$ cat config.mk
export PLATFORM = sky130hd
export DESIGN_NAME = slot_bitmap_allocator
export DESIGN_NICKNAME = d
export VERILOG_FILES = /design/src/sba_pkg.sv /design/src/sba_map.sv /design/src/sba_div.sv /design/src/slot_bitmap_allocator.sv
export SDC_FILE = /design/constraint.sdc
export NUM_CORES = 1
export LEC_CHECK = 0
export BUFFER_PORTS_ARGS = -buffer_cell sky130_fd_sc_hd__buf_2
export CELL_PAD_IN_SITES_DETAIL_PLACEMENT = 0
export CELL_PAD_IN_SITES_GLOBAL_PLACEMENT = 2
export CORE_MARGIN = 2
export CORE_UTILIZATION = 45
export CTS_BUF_LIST = sky130_fd_sc_hd__clkbuf_8
export DETAILED_ROUTE_END_ITERATION = 10
export HOLD_SLACK_MARGIN = 0.12
export PLACE_DENSITY_LB_ADDON = 0.25
export SYNTH_ARGS = -nofsm -noshare
export SYNTH_HDL_FRONTEND = slang
export SYNTH_SLANG_ARGS = --single-unit
export TNS_END_PERCENT = 100
$ cat constraint.sdc
create_clock -name clk -period 7.25 [get_ports clk]
set_input_delay 1.45 -clock clk [delete_from_list [all_inputs] [get_ports clk]]
set_output_delay 1.45 -clock clk [all_outputs]
set_load 0.02 [all_outputs]
$ cat src/sba_pkg.sv
package sba_pkg;

	localparam int OFF_W   = 31;
	localparam int BASE_W  = 16;
	localparam int RSIZE_W = 24;
	localparam int CFG_W   = 24;
	localparam int CNT_W   = $clog2(OFF_W);

	localparam logic [OFF_W-1:0] OFF_MASK = {OFF_W{1'b1}};
	localparam logic [7:0]       BYTE_FULL = 8'hFF;

	localparam logic [1:0] OP_FIND = 2'd0;
	localparam logic [1:0] OP_MARK = 2'd1;
	localparam logic [1:0] OP_REL  = 2'd2;

	localparam logic CFG_BASE  = 1'b0;
	localparam logic CFG_RSIZE = 1'b1;

	typedef enum logic [1:0] {
		STS_OK    = 2'd0,
		STS_FULL  = 2'd1,
		STS_RANGE = 2'd2
	} sts_t;

	typedef enum logic [3:0] {
		ST_CLEAR,
		ST_IDLE,
		ST_SCAN,
		ST_MUL,
		ST_ADD,
		ST_DIV,
		ST_RMW_RD,
		ST_RMW_WR,
		ST_DONE
	} state_t;

	function automatic logic [2:0] lowest_zero(input logic [7:0] b);
		logic [2:0] pos;
		pos = 3'd0;
		for (int i = 7; i >= 0; i--) begin
			if (!b[i]) begin
				pos = 3'(i);
			end
		end
		return pos;
	endfunction

endpackage

$ cat src/sba_map.sv
module sba_map #(
	parameter int DEPTH = 32,
	parameter int AW    = 5
) (
	input  logic          clk,
	input  logic          we,
	input  logic [AW-1:0] waddr,
	input  logic [7:0]    wdata,
	input  logic [AW-1:0] raddr,
	output logic [7:0]    rdata
);

	logic [7:0] mem_q [DEPTH];
	logic [7:0] rdata_q;

	always_ff @(posedge clk) begin
		if (we) begin
			mem_q[waddr] <= wdata;
		end
	end

	always_ff @(posedge clk) begin
		rdata_q <= mem_q[raddr];
	end

	assign rdata = rdata_q;

endmodule

$ cat src/sba_div.sv
module sba_div (
	input  logic                        clk,
	input  logic                        arst_n,
	input  logic                        start,
	input  logic [sba_pkg::OFF_W-1:0]   dividend,
	input  logic [sba_pkg::RSIZE_W-1:0] divisor,
	output logic                        done,
	output logic [sba_pkg::OFF_W-1:0]   quotient
);

	import sba_pkg::*;

	logic [OFF_W-1:0]   dvd_q;
	logic [RSIZE_W-1:0] dsr_q;
	logic [RSIZE_W-1:0] rem_q;
	logic [CNT_W-1:0]   cnt_q;
	logic               busy_q;
	logic               done_q;
	logic [RSIZE_W:0]   shifted;
	logic [RSIZE_W:0]   diff;
	logic               take;

	assign shifted = {rem_q, dvd_q[OFF_W-1]};
	assign diff    = shifted - {1'b0, dsr_q};
	assign take    = shifted >= {1'b0, dsr_q};

	always_ff @(posedge clk or negedge arst_n) begin
		if (!arst_n) begin
			busy_q <= 1'b0;
			done_q <= 1'b0;
			cnt_q  <= '0;
		end else begin
			done_q <= 1'b0;
			if (start) begin
				busy_q <= 1'b1;
				cnt_q  <= CNT_W'(OFF_W - 1);
			end else if (busy_q) begin
				cnt_q <= cnt_q - 1'b1;
				if (cnt_q == '0) begin
					busy_q <= 1'b0;
					done_q <= 1'b1;
				end
			end
		end
	end

	// one quotient bit per cycle, restoring
	always_ff @(posedge clk) begin
		if (start) begin
			dvd_q <= dividend;
			dsr_q <= divisor;
			rem_q <= '0;
		end else if (busy_q) begin
			rem_q <= take ? diff[RSIZE_W-1:0] : shifted[RSIZE_W-1:0];
			dvd_q <= {dvd_q[OFF_W-2:0], take};
		end
	end

	assign done     = done_q;
	assign quotient = dvd_q;

endmodule

$ cat src/slot_bitmap_allocator.sv
// channel   | handshake           | payload
// ----------+---------------------+--------------------------------------
// request   | in_valid / in_ready | op, byte_offset
// result    | out_valid/out_ready | alloc_offset, status
// config    | cfg_we (no wait)    | cfg_index, cfg_data
//
// find: scans the map a byte at a time through the registered read port, then
// multiplies and adds the base; with no free slot it ends after the scan
// mark and release: bit-serial divider (31 steps), then read-modify-write of the
// map byte, skipped when the slot is out of range; below base or unused op: straight to result
// after reset the map is cleared one byte a cycle, in_ready low
// one request in flight; a finished result waits in the output register, and
// the next request is taken while it waits
module slot_bitmap_allocator #(
	parameter int SLOT_COUNT = 256
) (
	input  logic                        clk,
	input  logic                        arst_n,
	input  logic                        cfg_we,
	input  logic                        cfg_index,
	input  logic [sba_pkg::CFG_W-1:0]   cfg_data,
	input  logic                        in_valid,
	output logic                        in_ready,
	input  logic [1:0]                  op,
	input  logic [sba_pkg::OFF_W-1:0]   byte_offset,
	output logic                        out_valid,
	input  logic                        out_ready,
	output logic [sba_pkg::OFF_W-1:0]   alloc_offset,
	output logic [1:0]                  status
);

	import sba_pkg::*;

	localparam int MAP_BYTES = (SLOT_COUNT + 7) / 8;
	localparam int AW        = (MAP_BYTES > 1) ? $clog2(MAP_BYTES) : 1;
	localparam int SW        = AW + 3;
	localparam int PROD_W    = SW + RSIZE_W;
	localparam int SUM_W     = PROD_W + 1;
	localparam logic [AW-1:0] LAST_BYTE = AW'(MAP_BYTES - 1);
	localparam logic [31:0]   SLOT_LIM  = 32'(SLOT_COUNT);

	state_t state_q, state_d;

	logic [BASE_W-1:0]  base_q;
	logic [RSIZE_W-1:0] rsize_q;
	logic [RSIZE_W-1:0] eff_rsize;

	logic [1:0]       op_q;
	logic [AW-1:0]    clr_q;
	logic [AW-1:0]    scan_q;
	logic [AW-1:0]    chk_q;
	logic             chk_vld_q;
	logic [SW-1:0]    slot_q;
	logic [PROD_W-1:0] prod_q;
	logic [OFF_W-1:0] res_off_q;
	sts_t             res_st_q;
	logic             out_valid_q;
	logic [OFF_W-1:0] out_off_q;
	sts_t             out_st_q;

	logic             in_xfer;
	logic             out_load;
	logic             below_base;
	logic [OFF_W-1:0] rel_off;
	logic             div_start;
	logic             div_done;
	logic [OFF_W-1:0] quot;
	logic             quot_range;

	logic             map_we;
	logic [AW-1:0]    map_waddr;
	logic [7:0]       map_wdata;
	logic [AW-1:0]    map_raddr;
	logic [7:0]       map_rdata;

	logic             byte_free;
	logic [SW-1:0]    found_slot;
	logic             found_range;
	logic [SUM_W-1:0] sum;
	logic [63:0]      sum_x;
	logic [7:0]       bit_mask;

	assign eff_rsize  = (rsize_q == '0) ? RSIZE_W'(1) : rsize_q;
	assign in_xfer    = in_valid && in_ready;
	assign below_base = byte_offset < OFF_W'(base_q);
	assign rel_off    = byte_offset - OFF_W'(base_q);
	assign quot_range = 32'(quot) >= SLOT_LIM;
	assign byte_free  = map_rdata != BYTE_FULL;
	assign found_slot = {chk_q, lowest_zero(map_rdata)};
	assign found_range = 32'(found_slot) >= SLOT_LIM;
	assign sum        = SUM_W'(base_q) + SUM_W'(prod_q);
	assign sum_x      = 64'(sum);
	assign bit_mask   = 8'(1) << slot_q[2:0];

	// next state
	always_comb begin
		state_d = state_q;
		case (state_q)
			ST_CLEAR: begin
				if (clr_q == LAST_BYTE) begin
					state_d = ST_IDLE;
				end
			end
			ST_IDLE: begin
				if (in_valid) begin
					if (op == OP_FIND) begin
						state_d = ST_SCAN;
					end else if ((op == OP_MARK || op == OP_REL) && !below_base) begin
						state_d = ST_DIV;
					end else begin
						state_d = ST_DONE;
					end
				end
			end
			ST_SCAN: begin
				if (chk_vld_q && byte_free) begin
					state_d = found_range ? ST_DONE : ST_MUL;
				end else if (chk_vld_q && chk_q == LAST_BYTE) begin
					state_d = ST_DONE;
				end
			end
			ST_MUL:    state_d = ST_ADD;
			ST_ADD:    state_d = ST_DONE;
			ST_DIV: begin
				if (div_done) begin
					state_d = quot_range ? ST_DONE : ST_RMW_RD;
				end
			end
			ST_RMW_RD: state_d = ST_RMW_WR;
			ST_RMW_WR: state_d = ST_DONE;
			ST_DONE: begin
				if (!out_valid_q || out_ready) begin
					state_d = ST_IDLE;
				end
			end
			default:   state_d = ST_CLEAR;
		endcase
	end

	// outputs of the sequencer
	always_comb begin
		in_ready  = 1'b0;
		div_start = 1'b0;
		out_load  = 1'b0;
		map_we    = 1'b0;
		map_waddr = clr_q;
		map_wdata = 8'h00;
		map_raddr = scan_q;
		case (state_q)
			ST_CLEAR: begin
				map_we = 1'b1;
			end
			ST_IDLE: begin
				in_ready  = 1'b1;
				div_start = in_valid && (op == OP_MARK || op == OP_REL) && !below_base;
			end
			ST_RMW_RD: begin
				map_raddr = slot_q[SW-1:3];
			end
			ST_RMW_WR: begin
				map_we    = 1'b1;
				map_waddr = slot_q[SW-1:3];
				map_wdata = (op_q == OP_MARK) ? (map_rdata | bit_mask) : (map_rdata & ~bit_mask);
			end
			ST_DONE: begin
				out_load = !out_valid_q || out_ready;
			end
			default: begin
			end
		endcase
	end

	always_ff @(posedge clk or negedge arst_n) begin
		if (!arst_n) begin
			state_q     <= ST_CLEAR;
			base_q      <= '0;
			rsize_q     <= RSIZE_W'(1);
			clr_q       <= '0;
			scan_q      <= '0;
			chk_vld_q   <= 1'b0;
			out_valid_q <= 1'b0;
		end else begin
			state_q <= state_d;
			if (cfg_we) begin
				if (cfg_index == CFG_BASE) begin
					base_q <= cfg_data[BASE_W-1:0];
				end else begin
					rsize_q <= cfg_data[RSIZE_W-1:0];
				end
			end
			if (state_q == ST_CLEAR && clr_q != LAST_BYTE) begin
				clr_q <= clr_q + 1'b1;
			end
			if (in_xfer) begin
				scan_q    <= '0;
				chk_vld_q <= 1'b0;
			end else if (state_q == ST_SCAN) begin
				chk_vld_q <= 1'b1;
				if (scan_q != LAST_BYTE) begin
					scan_q <= scan_q + 1'b1;
				end
			end
			if (out_load) begin
				out_valid_q <= 1'b1;
			end else if (out_ready) begin
				out_valid_q <= 1'b0;
			end
		end
	end

	// payload path
	always_ff @(posedge clk) begin
		if (state_q == ST_SCAN) begin
			chk_q <= scan_q;
		end
		if (in_xfer) begin
			op_q      <= op;
			res_off_q <= '0;
			res_st_q  <= ((op == OP_MARK || op == OP_REL) && below_base) ? STS_RANGE : STS_OK;
		end
		if (state_q == ST_SCAN && chk_vld_q) begin
			if (byte_free) begin
				slot_q <= found_slot;
				if (found_range) begin
					res_st_q <= STS_FULL;
				end
			end else if (chk_q == LAST_BYTE) begin
				res_st_q <= STS_FULL;
			end
		end
		if (state_q == ST_MUL) begin
			prod_q <= PROD_W'(slot_q) * PROD_W'(eff_rsize);
		end
		if (state_q == ST_ADD) begin
			if (sum_x > 64'(OFF_MASK)) begin
				res_st_q <= STS_RANGE;
			end else begin
				res_off_q <= sum_x[OFF_W-1:0];
			end
		end
		if (state_q == ST_DIV && div_done) begin
			slot_q <= quot[SW-1:0];
			if (quot_range) begin
				res_st_q <= STS_RANGE;
			end
		end
		if (out_load) begin
			out_off_q <= res_off_q;
			out_st_q  <= res_st_q;
		end
	end

	sba_div u_div (
		.clk      (clk),
		.arst_n   (arst_n),
		.start    (div_start),
		.dividend (rel_off),
		.divisor  (eff_rsize),
		.done     (div_done),
		.quotient (quot)
	);

	sba_map #(
		.DEPTH (MAP_BYTES),
		.AW    (AW)
	) u_map (
		.clk   (clk),
		.we    (map_we),
		.waddr (map_waddr),
		.wdata (map_wdata),
		.raddr (map_raddr),
		.rdata (map_rdata)
	);

	assign out_valid    = out_valid_q;
	assign alloc_offset = out_off_q;
	assign status       = out_st_q;

endmodule

==> flow_metrics.tcl, run 1 <==
set metrics [dict create \
    drc 0 \
    fin_skew_ps 34.7 \
    netlist.area_leader.share_pct 39.9 \
    period_needed_ps 6430 \
    worst_setup_path_start_kind "register" \
    cts.repair.resized 0 \
    htreeDepth 3 \
    io_buffers 97 \
    synthTopCellsByCount "edfxtp_1, nand2_1, inv_1" \
    grt_start_max_net_pins 65 \
    multi_input_area_sq_mm 0.0134 \
    crit_fanout 11 \
    synth_top_cell_by_area "edfxtp_1" \
    ys_warn_count 0 \
    cp.required_ps 7680 \
    grt_remaining_overflow 0 \
    r2r_slack_ps 820 \
    core_area_sq_mm 0.0646 \
    gp_congestion 0.862 \
    cts.sinks 519 \
    reg2reg_from "rsize_q[7]" \
    drtIter0Drc 1445 \
    drtPass1Iterations 6 \
    async_reset_ff_share_pct 12.1 \
    reg2reg_to "prod_q[24]" \
    p_leak_nw 13.1 \
    synth.cell_area_sq_mm 0.0295 \
    syn_inst 2515 \
    ant_nets 0 \
    status "completed" \
    rsz0062_at_grt "false" \
    ir_worst_vdd_mv 0.222 \
    initial_core_util_pct 45.6 \
    post_drt_wl_per_cell_um 21.1 \
    yosysMostFrequentCell "edfxtp_1" \
    placed_cells 3366 \
    ff_latch_area_sq_mm 0.0146 \
    cts-root-to-sink-buffers 3 \
    holdPathEnd "alloc_offset[3]" \
    slew_headroom_pct 22.2 \
    drive_gt1_share_pct 14.8 \
    grt_pass1_vias 19500 \
    dieArea_sq_mm 0.0675 \
    syn-num-nets 2828 \
    grt_pass1_wl_um 117000 \
    grt_use_total_pct 22.8 \
    drv_slew 0 \
    ys_seq_elements 519 \
    power.total_mw 13.1 \
    setup-violations-final 0 \
    holdPathStages 0 \
    insertion_delay_ps 710 \
    post-route-period-util_pct 88.7 \
    cp_data_arrival_time_ps 6870 \
    path_class "register to register" \
    yosys-top-cells-area "edfxtp_1, fa_1, dfrtp_1" \
    drv_cap 0 \
    vias_per_cell 5.46 \
    synth-seq-area-share_pct 49.6 \
    die_w_um 260 \
    cts_root_buf "clkbuf_8" \
    cp-end-kind "register" \
    avgSynthCellArea_sq_um 11.7 \
    die_h_um 260 \
    final.setup.tns_ps 0 \
    cellPowerDensity_mw_per_mm2 405 \
    synth_edf_count 391 \
    drt_wl_total_um 74400 \
    syn2layout_area_growth_pct 10.2 \
    pin_count 98 \
    via_count 19300 \
    ctsHoldBuffers 0 \
    fin_cells 3535 \
    fillers 5777 \
    hold_viol 0 \
    fmax_mhz 155 \
    antenna_found_initial 5 \
    hold_path.class "register to register" \
    ys_types 86 \
    hold_start "res_off_q[3]" \
    post-cts-setup-buffers 0 \
    cts_tree "built" \
    worstMarginPinSlew_ps 1160 \
    rows 93 \
    synth_flop_cell "edfxtp_1" \
    reg2regPathDepth 21 \
    place_hpwl_um 52800 \
    numCtsBuffers 89 \
    num-nets-final 2915 \
    clk_pin_slew_worst_paths_ps 60 \
]
[layout make-up]
cell class                 instances  area share [%]
antenna                            3          0.0231
clock buffer                      92            3.90
clock inverter                    74            1.37
inverter                         230            2.66
multi-input combinational       1628            41.4
sequential                       519            45.0
tap                              855            3.30
timing repair buffer             134            2.35
[how the worst max path moves through the flow]
| stage | startpoint | to | slack, ps | cells after the start |
|---|---|---|---|---|
| after floorplan | rsize_q[4] | prod_q[29] | 1590 | 22 |
| after global placement | rsize_q[7] | prod_q[24] | 740 | 21 |
| after detailed placement | rsize_q[7] | prod_q[24] | 830 | 21 |
| after CTS | rsize_q[7] | prod_q[24] | 760 | 21 |
| after global routing | rsize_q[21] | prod_q[30] | 440 | 21 |
| final | rsize_q[7] | prod_q[24] | 820 | 21 |
[kinds of logic (layout without fill, tap and decap cells)]
family / Yosys count / in the layout / share of synthesized area (%)
AOI/OAI and AO/OA: 377 / 377 / 7.89
xor gates and xnor gates: 113 / 113 / 3.36
adders and majority gates: 250 / 250 / 14.1
buffers and inverters: 368 / 530 / 5.09
DFF: 519 / 519 / 49.6
muxes: 134 / 134 / 7.43
other: 0 / 3 / 0
and+or+nand+nor: 754 / 754 / 12.5
[registers in the layout (all words and copies together) (netlist names), 8 cells and up]
name	flops
u_div.quotient	31
u_map.rdata	8
rsize_q	24
slot_q	8
u_div.dsr_q	24
base_q	16
u_map.mem_q	256
res_off_q	31
alloc_offset	31
prod_q	32
u_div.rem_q	24
[placed cells by master, fill, tap and decap left out, drive strengths merged, types with 7 or more instances in the layout]
cell | Yosys | final
ha | 115 | 115
nor4 | 17 | 17
nand4 | 16 | 16
nand3 | 86 | 86
dfxtp | 65 | 65
nand2b | 17 | 17
o21ai | 147 | 147
and3 | 13 | 13
nor2b | 15 | 15
a31oi | 7 | 7
mux4 | 64 | 64
mux2 | 36 | 36
or3 | 12 | 12
edfxtp | 391 | 391
a21oi | 93 | 93
a211oi | 11 | 11
mux2i | 34 | 34
nor2 | 104 | 104
o22ai | 7 | 7
xnor2 | 72 | 72
and2 | 145 | 145
o31ai | 7 | 7
inv | 230 | 254
a21o | 26 | 26
o21a | 12 | 12
nor3 | 36 | 36
clkinv | 0 | 46
buf | 36 | 134
fa | 135 | 135
o21bai | 10 | 10
nand2 | 274 | 274
xor2 | 41 | 41
o211ai | 15 | 15
clkbuf | 102 | 92
dfrtp | 62 | 62
[stage by stage]
stage	setup WS, ps	area [sq um]	hold slack, ps	utilization, %
after floorplan	1590	29500	408	-
after global placement	736	30700	412	47.6
after detailed placement	833	30700	419	47.6
after CTS	763	32500	423	50.3
after global routing	440	32500	431	50.3
final	817	32500	429	50.3
[worst max-delay path, cell delays in order, from the launching register on]
cell and delay, ps:
dfrtp_1 510, nor4_1 360, nand4_1 160, o21bai_1 250, nand2_1 120, fa_1 540
fa_1 580, inv_1 70, fa_1 540, inv_1 60, fa_1 530, inv_1 40
ha_1 350, a21o_1 190, a31o_2 220, o211ai_1 330, a311oi_1 230, o21ai_0 430
o21bai_1 200, a21o_1 200, a21oi_1 170, xnor2_1 90
[report_power, final]
part	total, mW	internal [mW]	leakage, nW	switching (mW)
clock	2.56	1.31	0.954	1.25
combinational	6.19	2.61	7.18	3.58
sequential	4.39	4.00	4.96	0.392
total	13.1	7.92	13.1	5.22
[per-layer routing]
layer	GRT usage, %	routed length [um]	share of wire, %
met5	0	13	0.017
met4	6.19	1630	2.2
met1	34.5	35500	48
met2	33.3	32200	43
met3	4.46	5110	6.9
Note: power is estimated with default switching activity, not from simulation.
==> inputs of run 2 (changes only) <==
--- a/config.mk
+++ b/config.mk
@@ -13,7 +13,7 @@
 export CTS_BUF_LIST = sky130_fd_sc_hd__clkbuf_8
 export DETAILED_ROUTE_END_ITERATION = 10
 export HOLD_SLACK_MARGIN = 0.12
-export PLACE_DENSITY_LB_ADDON = 0.25
+export PLACE_DENSITY = 0.84
 export SYNTH_ARGS = -nofsm -noshare
 export SYNTH_HDL_FRONTEND = slang
 export SYNTH_SLANG_ARGS = --single-unit
==> flow_metrics.tcl, run 2 (same netlist as run 1, synthesis figures left out) <==
set metrics [dict create \
    status "completed" \
    numCtsBuffers 90 \
    cp-end-kind "register" \
    met1_length_um 34000 \
    reg2reg_to "prod_q[31]" \
    post-route-period-util_pct 91.7 \
    antenna_found_initial 3 \
    clk_pin_slew_worst_paths_ps 60 \
    holdPathStages 0 \
    drc 0 \
    insertion_delay_ps 690 \
    final_core_util_pct 50.7 \
    path_class "register to register" \
    initial_core_util_pct 45.6 \
    worst_setup_path_start_kind "register" \
    fin_skew_ps 40.1 \
    post_drt_wl_per_cell_um 21.1 \
    die_h_um 260 \
    post-cts-setup-buffers 0 \
    seq_power_share_pct 32.7 \
    grt_start_max_net_pins 65 \
    grt_remaining_overflow 0 \
    top_register "u_map.mem_q" \
    htreeDepth 3 \
    die_w_um 260 \
    cp.required_ps 7650 \
    grt_pass1_vias 19500 \
    reg2regPathDepth 21 \
    grt_pass1_wl_um 116000 \
    mostFrequentLayoutCells "edfxtp_1, nand2_1, inv_1, and2_1, fa_1" \
    cts-root-to-sink-buffers 3 \
    wl_met3_um 5380 \
    p_clk_share_pct 21.6 \
    holdPathEnd "alloc_offset[26]" \
    crit_fanout 11 \
    via_count 19400 \
    r2r_slack_ps 600 \
    ant_nets 0 \
    wl_met2_um 33800 \
    drive_gt1_share_pct 15.6 \
    largest_register_ffs 256 \
    final_common_cell "edfxtp_1" \
    drt_wl_total_um 74600 \
    hold_viol 0 \
    cts_tree "built" \
    startpoint "rsize_q[7]" \
    num-nets-final 2914 \
    cts.repair.resized 0 \
    drv_slew 0 \
    rsz0062_at_grt "false" \
    syn2layout_area_growth_pct 11.1 \
    drtIter0Drc 1580 \
    slew_headroom_pct 18.1 \
    rows 93 \
    internal_power_mw 8.21 \
    place_area_sq_mm 0.0307 \
    vias_per_cell 5.48 \
    io_buffers 97 \
    swShare_pct 39.0 \
    ir_worst_vdd_mv 0.212 \
    cts.sinks 519 \
    top_layer "met4" \
    hold_path.class "register to register" \
    reg2reg_from "rsize_q[7]" \
    pin_count 98 \
    period_needed_ps 6650 \
    setup-violations-final 0 \
    cp_data_arrival_time_ps 7040 \
    netSwitchingPower_mw 5.26 \
    drtPass1Iterations 5 \
    dieArea_sq_mm 0.0675 \
    largestRegisters "u_map.mem_q (256), prod_q (32)" \
    gp_congestion 0.867 \
    fmax_mhz 150 \
    worstMarginPinSlew_ps 1230 \
    cts_root_buf "clkbuf_8" \
    drv_cap 0 \
    core_area_sq_mm 0.0646 \
    place_hpwl_um 53000 \
    grt_use_total_pct 22.6 \
    cellPowerDensity_mw_per_mm2 412 \
    p_leak_nw 13.2 \
    p_comb_share_pct 45.7 \
    final_cell_area_sq_mm 0.0327 \
    final.setup.tns_ps 0 \
    ctsHoldBuffers 0 \
    hold_start "res_off_q[26]" \
]
[run 2: cell count changes in the layout (fill, tap and decap cells not counted)]
cell        before  now
clkinv_4         1    0
a21oi_2          0    1
a21oi_4          1    0
clkinvlp_4       1    8
inv_16           0    1
clkinv_1        31   10
inv_12           4    3
inv_1          250  253
clkbuf_8        92  102
buf_4           37   35
inv_8            0    1
diode_2          3    2
bufinv_16        3    8
[run 2: worst max-delay path by stage]
stage | end
floorplan | prod_q[29]
global placement | prod_q[31]
detailed placement | prod_q[31]
CTS | prod_q[31]
global route | prod_q[29]
finish | prod_q[31]
[run 2: area by class of cell]
| type | count | area [sq um] |
|---|---|---|
| Sequential cell | 519 | 14600 |
| Multi-Input combinational cell | 1628 | 13400 |
| Timing Repair Buffer | 132 | 748 |
| Clock inverter | 68 | 586 |
| Inverter | 230 | 863 |
| Antenna cell | 2 | 5.00 |
| Clock buffer | 102 | 1400 |
| Tap cell | 855 | 1070 |
| Fill cell | 5732 | 31900 |
[run 2: critical path, stage by stage (launching register included)]
cell and delay (ps):
dfrtp_1 500, nor4_1 520, nand4_1 180, o21bai_1 270, nand2_1 110, fa_1 520
fa_1 550, inv_1 60, fa_1 540, inv_1 60, fa_1 530, inv_1 40
ha_1 350, a21o_1 200, a21oi_1 190, a21oi_1 140, o311ai_0 590, a41oi_1 220
nor2_1 310, o21a_1 210, o21ai_0 130, xnor2_1 150
[run 2: power by group through the flow]
stage / clock network (mW) / registers (mW) / logic (mW)
global placement: 0 / 4.43 / 6.08
floorplan: 0 / 4.27 / 4.78
CTS: 2.99 / 4.39 / 6.20
finish: 2.91 / 4.40 / 6.15
detailed placement: 0 / 4.45 / 6.14
global route: 3.10 / 4.46 / 6.98
[run 2: through the flow]
step | total power, mW | setup slack [ps] | hold WS (ps) | std cells
after floorplan | 9.05 | 1590 | 408 | 2515
after global placement | 10.5 | 626 | 414 | 3364
after detailed placement | 10.6 | 666 | 418 | 3364
after CTS | 13.6 | 607 | 435 | 3534
after global routing | 14.5 | 219 | 441 | 3536
final | 13.5 | 604 | 434 | 3536
[run 2: per-layer routing]
layer  global-route usage (%)  vias to the layer above
met4                     5.91                        0
met3                     5.32                       84
met1                     32.5                     9715
li1                         -                     8972
met5                        0                        -
met2                     34.3                      606
